**config.mk**
```make
export PLATFORM = sky130hd
export DESIGN_NAME = seeded_byte_mutation_picker_flat
export DESIGN_NICKNAME = d
export VERILOG_FILES = /design/src/sv/smp_pkg.sv /design/src/sv/smp_req_if.sv /design/src/sv/smp_res_if.sv /design/src/sv/seeded_byte_mutation_picker.sv /design/src/sv/smp_front.sv /design/src/sv/smp_queue.sv /design/src/sv/smp_back.sv /design/src/flat_wrapper.sv
export SDC_FILE = /design/constraint.sdc
export NUM_CORES = 1
export LEC_CHECK = 0
export BUFFER_PORTS_ARGS = -buffer_cell sky130_fd_sc_hd__buf_2
export CAP_MARGIN = 20
export CORE_ASPECT_RATIO = 0.7
export CORE_MARGIN = 10
export CORE_UTILIZATION = 60
export DETAILED_ROUTE_END_ITERATION = 8
export GPL_TIMING_DRIVEN = 0
export PLACE_DENSITY = 0.77
export SETUP_SLACK_MARGIN = 0.02
export SLEW_MARGIN = 20
export SYNTH_ARGS = -nofsm -noshare
export SYNTH_HDL_FRONTEND = slang
export SYNTH_HIERARCHICAL = 1
export SYNTH_SLANG_ARGS = --single-unit
```
**constraint.sdc**
```tcl
create_clock -name clk -period 18.16 [get_ports clk]
set_clock_uncertainty 0.1 [all_clocks]
set_input_delay 3.632 -clock clk [delete_from_list [all_inputs] [get_ports clk]]
set_output_delay 3.632 -clock clk [all_outputs]
set_load 0.05 [all_outputs]
```
**src/sv/smp_pkg.sv**
```systemverilog
`timescale 1ns / 1ps
// Shared types, constants and functions for the seeded byte mutation picker.
// No dependencies; the picker modules and the testbench import this package.
package smp_pkg;

  // Generator constants
  localparam logic [31:0] MT_INIT_MUL = 32'd1812433253;
  localparam logic [31:0] MT_UPPER    = 32'h8000_0000;
  localparam logic [31:0] MT_LOWER    = 32'h7fff_ffff;
  localparam logic [31:0] MT_MATRIX   = 32'h9908_b0df;
  localparam int          MT_M        = 397;

  // Seeding step counter: runs from 1 to the last word that a draw needs
  localparam int STEP_W = 9;
  localparam logic [STEP_W-1:0] STEP_FIRST = STEP_W'(1);
  localparam logic [STEP_W-1:0] STEP_TAP1  = STEP_W'(1);
  localparam logic [STEP_W-1:0] STEP_TAP2  = STEP_W'(2);
  localparam logic [STEP_W-1:0] STEP_TAP3  = STEP_W'(3);
  localparam logic [STEP_W-1:0] STEP_FAR0  = STEP_W'(MT_M);
  localparam logic [STEP_W-1:0] STEP_FAR1  = STEP_W'(MT_M + 1);
  localparam logic [STEP_W-1:0] STEP_FAR2  = STEP_W'(MT_M + 2);

  // Field widths
  localparam int LEN_W   = 13;
  localparam int INDEX_W = 12;
  localparam int BYTE_W  = 8;

  // Remainder unit
  localparam int DIV_CNT_W = 5;
  localparam logic [DIV_CNT_W-1:0] DIV_CNT_LAST = DIV_CNT_W'(31);

  // Operand values of the set kinds
  localparam logic [BYTE_W-1:0] OP_ZERO = 8'h00;
  localparam logic [BYTE_W-1:0] OP_FF   = 8'hFF;
  localparam logic [BYTE_W-1:0] OP_HALF = 8'h80;

  // Queue between front and back
  localparam int QUEUE_DEPTH = 2;

  typedef enum logic [2:0] {
    KIND_FLIP = 3'd0,
    KIND_SWAP = 3'd1,
    KIND_ZERO = 3'd2,
    KIND_FF   = 3'd3,
    KIND_HALF = 3'd4,
    KIND_NONE = 3'd5
  } kind_t;

  typedef enum logic [1:0] {
    F_IDLE,
    F_SEED,
    F_PUSH
  } front_state_t;

  typedef enum logic [2:0] {
    B_IDLE,
    B_IDX,
    B_PART,
    B_DONE
  } back_state_t;

  // One classified request: the three draws and the clamped length
  typedef struct packed {
    logic             empty;
    logic [LEN_W-1:0] len;
    logic [31:0]      d0;
    logic [31:0]      d1;
    logic [31:0]      d2;
  } draw_entry_t;

  function automatic logic [31:0] mt_temper(input logic [31:0] x);
    logic [31:0] y;
    y = x;
    y = y ^ (y >> 11);
    y = y ^ ((y << 7) & 32'h9d2c_5680);
    y = y ^ ((y << 15) & 32'hefc6_0000);
    y = y ^ (y >> 18);
    return y;
  endfunction

  // Twist one word from words i, i+1 and i+397, then temper it
  function automatic logic [31:0] mt_draw(input logic [31:0] wi,
                                          input logic [31:0] wn,
                                          input logic [31:0] wf);
    logic [31:0] y;
    logic [31:0] v;
    y = (wi & MT_UPPER) | (wn & MT_LOWER);
    v = wf ^ (y >> 1) ^ (y[0] ? MT_MATRIX : 32'd0);
    return mt_temper(v);
  endfunction

  // Remainder by five: sixteen leaves one over five, so the nibble sum keeps
  // the residue; fold the sum once more, then strip whole fives
  function automatic logic [2:0] rem_by_five(input logic [31:0] x);
    logic [6:0] sum;
    logic [4:0] fold;
    logic [4:0] r;
    sum = '0;
    for (int i = 0; i < 8; i++) begin
      sum = sum + 7'(x[4*i +: 4]);
    end
    fold = 5'(sum[6:4]) + 5'(sum[3:0]);
    if (fold >= 5'd20)      r = fold - 5'd20;
    else if (fold >= 5'd15) r = fold - 5'd15;
    else if (fold >= 5'd10) r = fold - 5'd10;
    else if (fold >= 5'd5)  r = fold - 5'd5;
    else                    r = fold;
    return r[2:0];
  endfunction

endpackage

```
**src/sv/smp_req_if.sv**
```systemverilog
`timescale 1ns / 1ps
// Request channel: seed and buffer length with valid/ready handshake.
// Depends on nothing.
interface smp_req_if;
  logic        valid;
  logic        ready;
  logic [31:0] seed;
  logic [12:0] buffer_length;

  modport source (output valid, output seed, output buffer_length, input ready);
  modport sink   (input valid, input seed, input buffer_length, output ready);
endinterface

```
**src/sv/smp_res_if.sv**
```systemverilog
`timescale 1ns / 1ps
// Result channel: mutation descriptor with valid/ready handshake.
// Depends on nothing.
interface smp_res_if;
  logic        valid;
  logic        ready;
  logic [2:0]  kind;
  logic [11:0] byte_index;
  logic [7:0]  operand_byte;
  logic [11:0] swap_index;

  modport source (output valid, output kind, output byte_index, output operand_byte,
                  output swap_index, input ready);
  modport sink   (input valid, input kind, input byte_index, input operand_byte,
                  input swap_index, output ready);
endinterface

```
**src/sv/seeded_byte_mutation_picker.sv**
```systemverilog
`timescale 1ns / 1ps
// Seeded byte mutation picker, top level.
// Depends on smp_pkg, smp_req_if, smp_res_if, smp_front, smp_queue, smp_back.
//
// A request (seed, buffer_length) enters on req; one descriptor (kind,
// byte_index, operand_byte, swap_index) leaves on res for every request.
// Both channels move a request when valid and ready are high at a clock edge.
// The front seeds the generator one word per cycle through a single 32x32
// multiplier; a zero length skips seeding. The front takes a new request
// only after it has handed the last one on, and can seed it while the back
// still works on an earlier one. The back folds the first draw into the kind
// as it takes the request, then reduces the index and, for a swap of two or
// more bytes, the partner with a bit-serial remainder unit.
// A two-entry queue parts front and back, and the result sits in an output
// register: while the receiver stalls, the back holds its finished result,
// the queue fills and the front keeps seeding until the queue is full.
// Reset (rst, synchronous) empties the queue and drops any request in flight.
module seeded_byte_mutation_picker #(
  parameter int MAX_BUFFER_BYTES = 4096
) (
  input  logic      clk,
  input  logic      rst,
  smp_req_if.sink   req,
  smp_res_if.source res
);
  import smp_pkg::*;

  logic        push_valid, push_ready;
  logic        pop_valid, pop_ready;
  draw_entry_t push_entry, pop_entry;

  smp_front #(
    .MAX_BUFFER_BYTES(MAX_BUFFER_BYTES)
  ) u_front (
    .clk        (clk),
    .rst        (rst),
    .req        (req),
    .push_valid (push_valid),
    .push_ready (push_ready),
    .push_entry (push_entry)
  );

  smp_queue u_queue (
    .clk        (clk),
    .rst        (rst),
    .push_valid (push_valid),
    .push_ready (push_ready),
    .push_entry (push_entry),
    .pop_valid  (pop_valid),
    .pop_ready  (pop_ready),
    .pop_entry  (pop_entry)
  );

  smp_back u_back (
    .clk       (clk),
    .rst       (rst),
    .pop_valid (pop_valid),
    .pop_ready (pop_ready),
    .pop_entry (pop_entry),
    .res       (res)
  );

endmodule

```
**src/sv/smp_front.sv**
```systemverilog
`timescale 1ns / 1ps
// Front part: accepts a request, seeds the generator one word per cycle and
// forms the first three draws. Depends on smp_pkg and smp_req_if.
module smp_front #(
  parameter int MAX_BUFFER_BYTES = 4096
) (
  input  logic                clk,
  input  logic                rst,
  smp_req_if.sink             req,
  output logic                push_valid,
  input  logic                push_ready,
  output smp_pkg::draw_entry_t push_entry
);
  import smp_pkg::*;

  front_state_t      state, state_next;
  logic [31:0]       word;
  logic [STEP_W-1:0] step;
  logic [31:0]       w0, w1, w2, w3, wf0, wf1, wf2;
  logic [LEN_W-1:0]  len;
  logic              empty;

  logic [LEN_W-1:0]  len_sat;
  logic [31:0]       word_next;
  logic              accept;

  // Clamp the length to the buffer limit
  assign len_sat = (32'(req.buffer_length) > 32'(MAX_BUFFER_BYTES)) ?
                   LEN_W'(MAX_BUFFER_BYTES) : req.buffer_length;

  // One initialisation step of the generator
  assign word_next = MT_INIT_MUL * (word ^ (word >> 30)) + 32'(step);

  assign req.ready = (state == F_IDLE);
  assign accept    = req.valid && req.ready;

  // Next state and queue push
  always_comb begin
    state_next = state;
    push_valid = 1'b0;
    case (state)
      F_IDLE: begin
        if (req.valid) begin
          state_next = (len_sat == '0) ? F_PUSH : F_SEED;
        end
      end
      F_SEED: begin
        if (step == STEP_FAR2) begin
          state_next = F_PUSH;
        end
      end
      F_PUSH: begin
        push_valid = 1'b1;
        if (push_ready) begin
          state_next = F_IDLE;
        end
      end
      default: state_next = F_IDLE;
    endcase
  end

  always_ff @(posedge clk) begin
    if (rst) begin
      state <= F_IDLE;
    end else begin
      state <= state_next;
    end
  end

  // Seed chain; keep only the words that the first three draws read
  always_ff @(posedge clk) begin
    if (accept) begin
      len   <= len_sat;
      empty <= (len_sat == '0);
      word  <= req.seed;
      w0    <= req.seed;
      step  <= STEP_FIRST;
    end else if (state == F_SEED) begin
      word <= word_next;
      step <= step + STEP_W'(1);
      if (step == STEP_TAP1) w1 <= word_next;
      if (step == STEP_TAP2) w2 <= word_next;
      if (step == STEP_TAP3) w3 <= word_next;
      if (step == STEP_FAR0) wf0 <= word_next;
      if (step == STEP_FAR1) wf1 <= word_next;
      if (step == STEP_FAR2) wf2 <= word_next;
    end
  end

  // Twist and temper the first three words
  always_comb begin
    push_entry.empty = empty;
    push_entry.len   = len;
    push_entry.d0    = mt_draw(w0, w1, wf0);
    push_entry.d1    = mt_draw(w1, w2, wf1);
    push_entry.d2    = mt_draw(w2, w3, wf2);
  end

endmodule

```
**src/sv/smp_queue.sv**
```systemverilog
`timescale 1ns / 1ps
// Short queue of classified requests between the front and back parts.
// Depends on smp_pkg.
module smp_queue (
  input  logic                 clk,
  input  logic                 rst,
  input  logic                 push_valid,
  output logic                 push_ready,
  input  smp_pkg::draw_entry_t push_entry,
  output logic                 pop_valid,
  input  logic                 pop_ready,
  output smp_pkg::draw_entry_t pop_entry
);
  import smp_pkg::*;

  localparam int PTR_W = $clog2(QUEUE_DEPTH);
  localparam int CNT_W = $clog2(QUEUE_DEPTH + 1);

  draw_entry_t      mem [QUEUE_DEPTH];
  logic [PTR_W-1:0] wr_ptr, rd_ptr;
  logic [CNT_W-1:0] count;
  logic             do_push, do_pop;

  assign push_ready = (count != CNT_W'(QUEUE_DEPTH));
  assign pop_valid  = (count != '0);
  assign pop_entry  = mem[rd_ptr];
  assign do_push    = push_valid && push_ready;
  assign do_pop     = pop_valid && pop_ready;

  // Store an entry
  always_ff @(posedge clk) begin
    if (do_push) begin
      mem[wr_ptr] <= push_entry;
    end
  end

  // Advance pointers and fill count
  always_ff @(posedge clk) begin
    if (rst) begin
      wr_ptr <= '0;
      rd_ptr <= '0;
      count  <= '0;
    end else begin
      if (do_push) begin
        wr_ptr <= (wr_ptr == PTR_W'(QUEUE_DEPTH - 1)) ? '0 : wr_ptr + PTR_W'(1);
      end
      if (do_pop) begin
        rd_ptr <= (rd_ptr == PTR_W'(QUEUE_DEPTH - 1)) ? '0 : rd_ptr + PTR_W'(1);
      end
      if (do_push && !do_pop) begin
        count <= count + CNT_W'(1);
      end else if (do_pop && !do_push) begin
        count <= count - CNT_W'(1);
      end
    end
  end

endmodule

```
**src/sv/smp_back.sv**
```systemverilog
`timescale 1ns / 1ps
// Back part: folds the first draw into the kind and reduces the other draws
// with a bit-serial remainder unit. Depends on smp_pkg and smp_res_if.
module smp_back (
  input  logic                 clk,
  input  logic                 rst,
  input  logic                 pop_valid,
  output logic                 pop_ready,
  input  smp_pkg::draw_entry_t pop_entry,
  smp_res_if.source            res
);
  import smp_pkg::*;

  back_state_t          state, state_next;
  draw_entry_t          ent;
  logic [31:0]          dividend;
  logic [LEN_W-1:0]     rem;
  logic [LEN_W-1:0]     divisor;
  logic [DIV_CNT_W-1:0] cnt;
  kind_t                kind_r, kind_o;
  logic [INDEX_W-1:0]   idx_r, part_r, idx_o, part_o;
  logic [BYTE_W-1:0]    op_r, op_o;
  logic                 out_valid;

  logic                 start_op;
  logic [31:0]          start_value;
  logic [LEN_W-1:0]     start_div;
  logic                 out_load;
  logic                 last;
  logic [LEN_W:0]       trial;
  logic [LEN_W-1:0]     rem_step;
  logic [BYTE_W-1:0]    op_sel;

  // One restoring remainder step per cycle, most significant bit first
  assign trial    = {rem, dividend[31]};
  assign rem_step = (trial >= {1'b0, divisor}) ?
                    LEN_W'(trial - {1'b0, divisor}) : trial[LEN_W-1:0];
  assign last     = (cnt == DIV_CNT_LAST);

  // Operand byte for the kind just found
  always_comb begin
    case (kind_r)
      KIND_FLIP: op_sel = BYTE_W'(1) << ent.d2[2:0];
      KIND_ZERO: op_sel = OP_ZERO;
      KIND_FF:   op_sel = OP_FF;
      KIND_HALF: op_sel = OP_HALF;
      default:   op_sel = OP_ZERO;
    endcase
  end

  // Sequence the reductions
  always_comb begin
    state_next  = state;
    pop_ready   = 1'b0;
    start_op    = 1'b0;
    start_value = ent.d1;
    start_div   = ent.len;
    out_load    = 1'b0;
    case (state)
      B_IDLE: begin
        pop_ready = 1'b1;
        if (pop_valid) begin
          if (pop_entry.empty) begin
            state_next = B_DONE;
          end else begin
            start_op    = 1'b1;
            start_value = pop_entry.d1;
            start_div   = pop_entry.len;
            state_next  = B_IDX;
          end
        end
      end
      B_IDX: begin
        if (last) begin
          if (kind_r == KIND_SWAP && ent.len >= LEN_W'(2)) begin
            start_op    = 1'b1;
            start_value = ent.d2;
            start_div   = ent.len;
            state_next  = B_PART;
          end else begin
            state_next = B_DONE;
          end
        end
      end
      B_PART: begin
        if (last) begin
          state_next = B_DONE;
        end
      end
      B_DONE: begin
        if (!out_valid || res.ready) begin
          out_load   = 1'b1;
          state_next = B_IDLE;
        end
      end
      default: state_next = B_IDLE;
    endcase
  end

  always_ff @(posedge clk) begin
    if (rst) begin
      state <= B_IDLE;
    end else begin
      state <= state_next;
    end
  end

  // Remainder unit
  always_ff @(posedge clk) begin
    if (start_op) begin
      dividend <= start_value;
      divisor  <= start_div;
      rem      <= '0;
      cnt      <= '0;
    end else begin
      dividend <= dividend << 1;
      rem      <= rem_step;
      cnt      <= cnt + DIV_CNT_W'(1);
    end
  end

  // Collect the descriptor fields
  always_ff @(posedge clk) begin
    if (state == B_IDLE && pop_valid) begin
      ent <= pop_entry;
      if (pop_entry.empty) begin
        kind_r <= KIND_NONE;
        idx_r  <= '0;
        op_r   <= '0;
        part_r <= '0;
      end else begin
        kind_r <= kind_t'(rem_by_five(pop_entry.d0));
      end
    end
    if (state == B_IDX && last) begin
      idx_r  <= rem_step[INDEX_W-1:0];
      part_r <= rem_step[INDEX_W-1:0];
      op_r   <= op_sel;
    end
    if (state == B_PART && last) begin
      part_r <= rem_step[INDEX_W-1:0];
    end
  end

  // Output register
  always_ff @(posedge clk) begin
    if (out_load) begin
      kind_o <= kind_r;
      idx_o  <= idx_r;
      op_o   <= op_r;
      part_o <= part_r;
    end
  end

  always_ff @(posedge clk) begin
    if (rst) begin
      out_valid <= 1'b0;
    end else if (out_load) begin
      out_valid <= 1'b1;
    end else if (res.ready) begin
      out_valid <= 1'b0;
    end
  end

  assign res.valid        = out_valid;
  assign res.kind         = kind_o;
  assign res.byte_index   = idx_o;
  assign res.operand_byte = op_o;
  assign res.swap_index   = part_o;

endmodule

```
**src/flat_wrapper.sv**
```systemverilog
// flat-port wrapper written by rule: the top's interface ports become plain ports
module seeded_byte_mutation_picker_flat import smp_pkg::*;
#(
  parameter int MAX_BUFFER_BYTES = 4096
)
  (clk, rst, req_valid, req_seed, req_buffer_length, req_ready, res_valid, res_kind, res_byte_index, res_operand_byte, res_swap_index, res_ready);
  smp_req_if req_i ();
  smp_res_if res_i ();
  input  logic clk;
  input  logic rst;
  input wire logic [$bits(req_i.valid)-1:0] req_valid;
  input wire logic [$bits(req_i.seed)-1:0] req_seed;
  input wire logic [$bits(req_i.buffer_length)-1:0] req_buffer_length;
  output wire logic [$bits(req_i.ready)-1:0] req_ready;
  output wire logic [$bits(res_i.valid)-1:0] res_valid;
  output wire logic [$bits(res_i.kind)-1:0] res_kind;
  output wire logic [$bits(res_i.byte_index)-1:0] res_byte_index;
  output wire logic [$bits(res_i.operand_byte)-1:0] res_operand_byte;
  output wire logic [$bits(res_i.swap_index)-1:0] res_swap_index;
  input wire logic [$bits(res_i.ready)-1:0] res_ready;
  assign req_i.valid = req_valid;
  assign req_i.seed = req_seed;
  assign req_i.buffer_length = req_buffer_length;
  assign req_ready = req_i.ready;
  assign res_valid = res_i.valid;
  assign res_kind = res_i.kind;
  assign res_byte_index = res_i.byte_index;
  assign res_operand_byte = res_i.operand_byte;
  assign res_swap_index = res_i.swap_index;
  assign res_i.ready = res_ready;
  seeded_byte_mutation_picker #(.MAX_BUFFER_BYTES(MAX_BUFFER_BYTES)) u_core (.clk(clk), .rst(rst), .req(req_i), .res(res_i));
endmodule
```
==> metrics.md, run 1 <==
| Metric | Value |
|---|---|
| TritonCTS clock tree | `yes` |
| RSZ-0062 raised after global routing | `no` |
| Vias in the first global route | `22682` |
| Number of antenna repair diodes | `0` |
| Vias per inst | `between 5 and 6` |
| GPL Wtd Cong | `0.979` |
| Critical path class | `reg2reg` |
| Max Cap Viol | `0` |
| Synth cell types | `86` |
| Worst slew margin | `0.205` |
| Predominant post-synthesis flop cell | `edfxtp_1` |
| Clock buffer depth | `3` |
| Ys Warns | `6` |
| Area growth syn-to-layout | `10.7%` |
| Avg Cell Area, Syn | `13.5 µm²` |
| Final Cycle Share | `0.466` |
| Via Count | `22318` |
| Cell Rows | `76` |
| Post-synth EDFFs | `618` |
| Commonest non-fill, non-tap cell in the layout | `edfxtp_1` |
| Worst-path fanout max | `9` |
| Reg2reg path depth | `21` |
| Clock sink count | `687` |
| Die Wd | `320 µm` |
| Post-CTS setup buffers | `0` |
| Die area | `73700 µm²` |
| CP Capture Type | `register` |
| R2R Setup Slk | `9.69 ns` |
| Number of synthesized register bits | `between 600 and 700` |
| Highest-count cells in the layout ignoring fill and taps | `edfxtp_1, inv_1, ha_1, xnor2_1, fa_1` |
| DRC errors left | `0` |
| Share of layout cells above drive strength 1 | `0.145` |
| Post-Syn Area | `37900 µm²` |
| R2R Path Start | `u_core/u_front/word[31]$_DFFE_PP_` |
| Detailed-placement wirelength estimate | `67200 µm` |
| H-tree Lvls | `3` |
| Setup-failing EPs final | `0` |
| Design area | `41900 µm²` |
| Post-Syn Instances | `2815` |
| Crit path arrival time | `8.64 ns` |
| Max Slew Vio Count | `0` |
| Worst slew pin tran | `1.19 ns` |
| Startpoint types | `register` |
| Cts bufs inserted | `66` |
| Die H | `230 µm` |
| Post-cts resize count | `0` |
| Initial core utilization | `0.611` |
| Clock transition at path regs | `0.07 ns` |
| Finished Layout Cells | `3860` |
| Cell count of the worst hold path | `0` |
| Dpl cells | `roughly 3700` |
| Worst-Skew Late Latency | `0.62 ns` |
| Hold slack final | `0.319 ns` |
| Sequential area share after synthesis | `0.526` |
| Core Box Area | `between 60000 and 70000 µm²` |
| Worst Hold Class | `reg2reg` |
| Port-buffer cells | `85` |
| FFs w/ async S/R, synth | `0` |
| IO Pins | `86` |
| WL/cell | `about 23 µm` |
| Req. time, crit path | `18.33 ns` |
| Syn nets | `3319` |
| Iter 0 DRT Violations | `2384` |
| Worst hold start | `u_core/u_back/op_r[4]$_SDFFCE_PN0P_` |
| WL final | `89100 µm` |
| Initial antenna violation count | `5` |
| First-pass GRT wire length | `136000 µm` |
| Nets | `3492` |
| Largest net degree at the start of global routing | `72` |
| Final Hold Vio Count | `0` |
| Antenna Nets Post-Route | `0` |
| FMAX | `0.118 GHz` |
| Clk root buf | `clkbuf_16` |
| DR pass1 iterations | `5` |
| Hold_buf cts | `0` |
| Total grt overflow | `0` |
| R2R Path End | `u_core/u_front/w3[26]$_DFFE_PP_` |
| Setup TNS | `0 ns` |
| Status | `finished clean` |
| Crit path time final | `around 8.5 ns` |
| Worst Hold Path EP | `u_core/u_back/res.operand_byte[4]$_DFFE_PP_` |
| Placed Instance Area | `39800 µm²` |
| Total track usage | `0.242` |
state kept, by name (all words and copies together) (netlist names), 13 cells and up, named ones only:
| signal | cells |
|---|---|
| u_core/u_queue/mem | 220 |
| u_core/u_back/rem | 13 |
| u_core/u_front/wf0 | 32 |
| u_core/u_back/dividend | 32 |
| u_core/u_back/ent | 77 |
| u_core/u_front/w2 | 32 |
| u_core/u_front/wf2 | 32 |
| u_core/u_front/wf1 | 32 |
| u_core/u_back/divisor | 13 |
| u_core/u_front/w1 | 32 |
| u_core/u_front/len | 13 |
| u_core/u_front/word | 32 |
| u_core/u_front/w3 | 31 |
routing by layer:
layer / wire (µm) / global-route usage / vias to the layer above
li1: - / - / 10107
met1: 40000 / 0.363 / 11122
met2: 38000 / 0.352 / 984
met3: 9610 / 0.0590 / 105
met4: 1490 / 0.0537 / 0
met5: 0 / 0 / -
final cells by class:
cell class | count | area (µm²)
Buffer | 63 | 373
Multi-Input combinational cell | 1720 | 16500
Clock buffer | 84 | 1780
Tap cell | 819 | 1020
Clock inverter | 37 | 339
Inverter | 345 | 1300
Fill cell | 4319 | 20100
Timing Repair Buffer | 105 | 736
Sequential cell | 687 | 19900
worst max-delay path, stage by stage (launching register included):
cell and delay [ns]:
edfxtp_1 0.47, xor2_2 0.74, xor2_1 0.85, ha_1 0.28
or2_2 0.11, ha_1 0.23, fa_1 0.44, ha_1 0.29
ha_1 0.32, fa_1 0.48, inv_1 0.05, fa_1 0.46
fa_1 0.49, inv_1 0.04, ha_1 0.42, o21ai_0 0.13
a21oi_1 0.31, o2111ai_1 0.14, or3_1 0.40, a211oi_1 0.48
nor3_1 0.12, nor2_1 0.77
synthesized netlist by cell type, drive strengths merged, types with 3 or more instances:
| master | number | share of area |
|---|---|---|
| edfxtp | 618 | 0.49 |
| inv | 344 | 0.034 |
| ha | 278 | 0.092 |
| xnor2 | 264 | 0.061 |
| fa | 177 | 0.094 |
| mux2 | 155 | 0.046 |
| nor2 | 154 | 0.015 |
| a21oi | 116 | 0.015 |
| nand2 | 111 | 0.011 |
| xor2 | 105 | 0.024 |
| dfxtp | 69 | 0.036 |
| mux2i | 33 | 0.0087 |
| clkbuf | 32 | 0.0032 |
| o21ai | 32 | 0.0042 |
| buf | 31 | 0.0066 |
| nor2b | 31 | 0.0051 |
| nand3 | 27 | 0.0037 |
| a21o | 23 | 0.0046 |
| and3 | 19 | 0.0032 |
| nor3 | 18 | 0.0024 |
| or3 | 12 | 0.0020 |
| o31ai | 11 | 0.0025 |
| a211oi | 10 | 0.0021 |
| a221oi | 10 | 0.0025 |
| o211ai | 10 | 0.0020 |
| a31oi | 9 | 0.0015 |
| nand2b | 9 | 0.0015 |
| o21a | 9 | 0.0018 |
| a211o | 8 | 0.0019 |
| a21boi | 8 | 0.0020 |
| nand4 | 8 | 0.0013 |
| nor4 | 8 | 0.0013 |
| and2 | 5 | 0.00086 |
| nor3b | 5 | 0.00099 |
| or2 | 5 | 0.00083 |
| o2111ai | 4 | 0.00092 |
| xnor3 | 4 | 0.0024 |
| and2b | 3 | 0.00059 |
| o21bai | 3 | 0.00059 |
| or4 | 3 | 0.00059 |
worst max path at each step:
stage | from | cells past startpoint | slack [ns] | endpoint
2_1_floorplan | u_core/u_front/word[31]$_DFFE_PP_ | 22 | 11.58 | u_core/u_front/w1[30]$_DFFE_PP_
5_1_grt | u_core/u_front/word[31]$_DFFE_PP_ | 22 | 9.45 | u_core/u_front/wf2[28]$_DFFE_PP_
3_3_place_gp | u_core/u_front/word[31]$_DFFE_PP_ | 21 | 9.49 | u_core/u_front/word[22]$_DFFE_PP_
6_report | u_core/u_front/word[31]$_DFFE_PP_ | 21 | 9.69 | u_core/u_front/w3[26]$_DFFE_PP_
4_1_cts | u_core/u_front/word[31]$_DFFE_PP_ | 22 | 9.84 | u_core/u_front/wf2[28]$_DFFE_PP_
3_5_place_dp | u_core/u_front/word[31]$_DFFE_PP_ | 22 | 9.86 | u_core/u_front/w1[28]$_DFFE_PP_
stage by stage:
step | util | worst slack (ns)
final | 0.677 | 9.69
after detailed placement | 0.642 | 9.86
after global routing | 0.677 | 9.45
after CTS | 0.676 | 9.84
after floorplan | - | 11.58
after global placement | 0.634 | 9.49
kinds of logic after synthesis:
| logic type | count (synthesis) | synth area share |
|---|---|---|
| AOI/OAI and AO/OA | 275 | 0.0479 |
| xor gates and xnor gates | 373 | 0.0881 |
| adders and majority gates | 455 | 0.185 |
| buffers and inverters | 408 | 0.0440 |
| DFF | 687 | 0.526 |
| muxes | 188 | 0.0548 |
| and+or+nand+nor | 429 | 0.0534 |
Power of run 1 is left out: the tool's default activity adds up to more than one toggle a clock period on the data nets, which glitch-free logic cannot reach.
==> run 2, diff against run 1 <==
--- a/config.mk
+++ b/config.mk
@@ -9,10 +9,10 @@
 export CAP_MARGIN = 20
 export CORE_ASPECT_RATIO = 0.7
 export CORE_MARGIN = 10
-export CORE_UTILIZATION = 60
+export CORE_UTILIZATION = 57
 export DETAILED_ROUTE_END_ITERATION = 8
 export GPL_TIMING_DRIVEN = 0
-export PLACE_DENSITY = 0.77
+export PLACE_DENSITY = 0.76
 export SETUP_SLACK_MARGIN = 0.02
 export SLEW_MARGIN = 20
 export SYNTH_ARGS = -nofsm -noshare
==> constraint.sdc (replaced) <==
create_clock -name clk -period 7.19 [get_ports clk]
set_clock_uncertainty 0.1 [all_clocks]
set_input_delay 1.438 -clock clk [delete_from_list [all_inputs] [get_ports clk]]
set_output_delay 1.438 -clock clk [all_outputs]
set_load 0.05 [all_outputs]
==> run 2 against run 1 <==
  * Critical path depth is 2 higher
  * Die area is 4.9% higher
  * Sequential cell count stayed put
  * Count of clock-buffer cells in the layout is 1 higher
  * Non-clock buffer count is 38 higher
  * Hold slack hardly changed
  * First-iteration DRC count is 2.3% higher
  * Global-route usage is 0.88 points lower
  * Largest cell class unchanged
  * Highest routed layer is now met5
==> metrics.md, run 2 (same netlist as run 1, synthesis figures left out) <==
| Metric | Value |
|---|---|
| Status | `finished clean` |
| H-tree Lvls | `3` |
| Clock sink count | `between 600 and 700` |
| Die area | `77300 µm²` |
| WL final | `90700 µm` |
| Initial antenna violation count | `6` |
| Max Slew Vio Count | `0` |
| Critical path class | `reg2reg` |
| Reg2reg path depth | `23` |
| CP Capture Type | `register` |
| Multi-input gate area | `16700 µm²` |
| Final Hold Vio Count | `0` |
| Total track usage | `0.233` |
| Worst slew pin tran | `1.08 ns` |
| Final Cycle Share | `0.979` |
| Clk root buf | `clkbuf_16` |
| Worst Hold Class | `reg2reg` |
| R2R Setup Slk | `0.15 ns` |
| Die H | `236 µm` |
| Largest registers | `u_core/u_queue/mem: 220 flops, u_core/u_back/ent: 77 flops` |
| Hold_buf cts | `0` |
| GPL Wtd Cong | `0.923` |
| WL/cell | `around 23 µm` |
| Largest net degree at the start of global routing | `79` |
| IO Pins | `86` |
| Die Wd | `328 µm` |
| Clock transition at path regs | `around 0.060 ns` |
| Total grt overflow | `0` |
| Startpoint types | `register` |
| Final core utilization | `0.653` |
| R2R Path Start | `u_core/u_front/word[31]$_DFFE_PP_` |
| Crit path time final | `7.04 ns` |
| Initial core utilization | `0.580` |
| Detailed-placement wirelength estimate | `67300 µm` |
| Vias in the first global route | `22964` |
| Via Count | `22616` |
| Commonest non-fill, non-tap cell in the layout | `edfxtp_1` |
| Reg area | `19900 µm²` |
| Max reg flops | `220` |
| Area growth syn-to-layout | `12.6%` |
| Worst-path fanout max | `8` |
| Highest-count cells in the layout ignoring fill and taps | `edfxtp_1, inv_1, ha_1, xnor2_1, fa_1` |
| Core Box Area | `65300 µm²` |
| Cell Rows | `78` |
| Antenna Nets Post-Route | `0` |
| Final Worst Setup Slack | `around 0.15 ns` |
| Crit path arrival time | `7.31 ns` |
| Share of layout cells above drive strength 1 | `0.164` |
| Setup-failing EPs final | `0` |
| DR pass1 iterations | `5` |
| Iter 0 DRT Violations | `2439` |
| Clock buffer depth | `3` |
| Critical path origin | `u_core/u_front/word[31]$_DFFE_PP_` |
| Critical path endpoint | `u_core/u_front/wf1[28]$_DFFE_PP_` |
| Worst slew margin | `0.273` |
| Vias per inst | `5.71` |
| Port-buffer cells | `85` |
| TritonCTS clock tree | `yes` |
| DRC errors left | `0` |
| Setup TNS | `0 ns` |
| Largest reg by FF count | `u_core/u_queue/mem` |
| Nets | `3530` |
| FMAX | `0.142 GHz` |
| Req. time, crit path | `7.46 ns` |
| Cts bufs inserted | `66` |
| First-pass GRT wire length | `137000 µm` |
| Setup WS pre-CTS | `-1.14 ns` |
| R2R Path End | `u_core/u_front/wf1[28]$_DFFE_PP_` |
| Fillers | `4564` |
| Worst-Skew Late Latency | `0.63 ns` |
| Max Cap Viol | `0` |
-- run 2: cell types whose count changed in the layout (fill, tap and decap cells not counted), sizes merged --
cell    change
buf        +40
bufinv      +3
clkbuf      -1
clkinv      -3
diode       +2
-- run 2: worst max-delay path: stages (launching register included) --
cell and delay [ns]:
edfxtp_1 0.49, xor2_4 0.39, buf_6 0.22, inv_1 0.07
fa_1 0.38, inv_1 0.07, ha_1 0.23, fa_1 0.40
ha_1 0.23, fa_1 0.47, fa_1 0.48, fa_1 0.52
inv_1 0.05, fa_1 0.49, inv_1 0.06, ha_2 0.40
and4_1 0.29, nand2_1 0.10, nor3_1 0.14, or4b_4 0.52
a31oi_2 0.25, o21a_1 0.22, nor2_4 0.05, buf_12 0.15
-- run 2: per-stage QoR --
| step | hold slack, ns | cells | area (µm²) |
|---|---|---|---|
| CTS | 0.319 | 3948 | 42400 |
| detailed placement | 0.305 | 3799 | 39900 |
| floorplan | 0.300 | 2815 | 37900 |
| finish | 0.318 | 3962 | 42600 |
| global route | 0.323 | 3960 | 42600 |
| global placement | 0.303 | 3780 | 39400 |
-- run 2: repair_timing --
action                                 CTS  global route
setup endpoints to repair               72            69
endpoints found under the hold margin    0             0
pin swaps                                5             7
buffers inserted                        27            14
gates resized for setup                 14            25
-- run 2: metal layers --
layer | part of all wire | global-route usage | vias to the layer above
met2 | 0.43 | 0.339 | 949
met5 | 0.00046 | 0 | -
met4 | 0.026 | 0.0606 | 6
met1 | 0.44 | 0.345 | 11295
li1 | - | - | 10201
met3 | 0.11 | 0.0590 | 165
-- run 2: cell type report --
type / instances / share of cell area
Sequential cell: 687 / 0.468
Clock buffer: 85 / 0.0409
Inverter: 345 / 0.0305
Multi-Input combinational cell: 1720 / 0.391
Timing Repair Buffer: 145 / 0.0249
Antenna cell: 2 / 0.000117
Buffer: 61 / 0.00865
Tap cell: 880 / 0.0258
Clock inverter: 37 / 0.0106
-- run 2: worst min-delay path by stage --
stage | depth (start not counted) | slack [ns] | end | start
3_3_place_gp | 0 | 0.30 | u_core/u_back/res.byte_index[3]$_DFFE_PP_ | u_core/u_back/idx_r[3]$_DFFE_PP_
4_1_cts | 0 | 0.32 | u_core/u_back/res.byte_index[1]$_DFFE_PP_ | u_core/u_back/idx_r[1]$_DFFE_PP_
5_1_grt | 0 | 0.32 | u_core/u_back/res.swap_index[1]$_DFFE_PP_ | u_core/u_back/part_r[1]$_DFFE_PP_
6_report | 0 | 0.32 | u_core/u_back/res.byte_index[1]$_DFFE_PP_ | u_core/u_back/idx_r[1]$_DFFE_PP_
2_1_floorplan | 0 | 0.30 | u_core/u_back/res.byte_index[0]$_DFFE_PP_ | u_core/u_back/idx_r[0]$_DFFE_PP_
3_5_place_dp | 0 | 0.30 | u_core/u_back/res.byte_index[1]$_DFFE_PP_ | u_core/u_back/idx_r[1]$_DFFE_PP_
Power of run 2 is left out for the same reason.
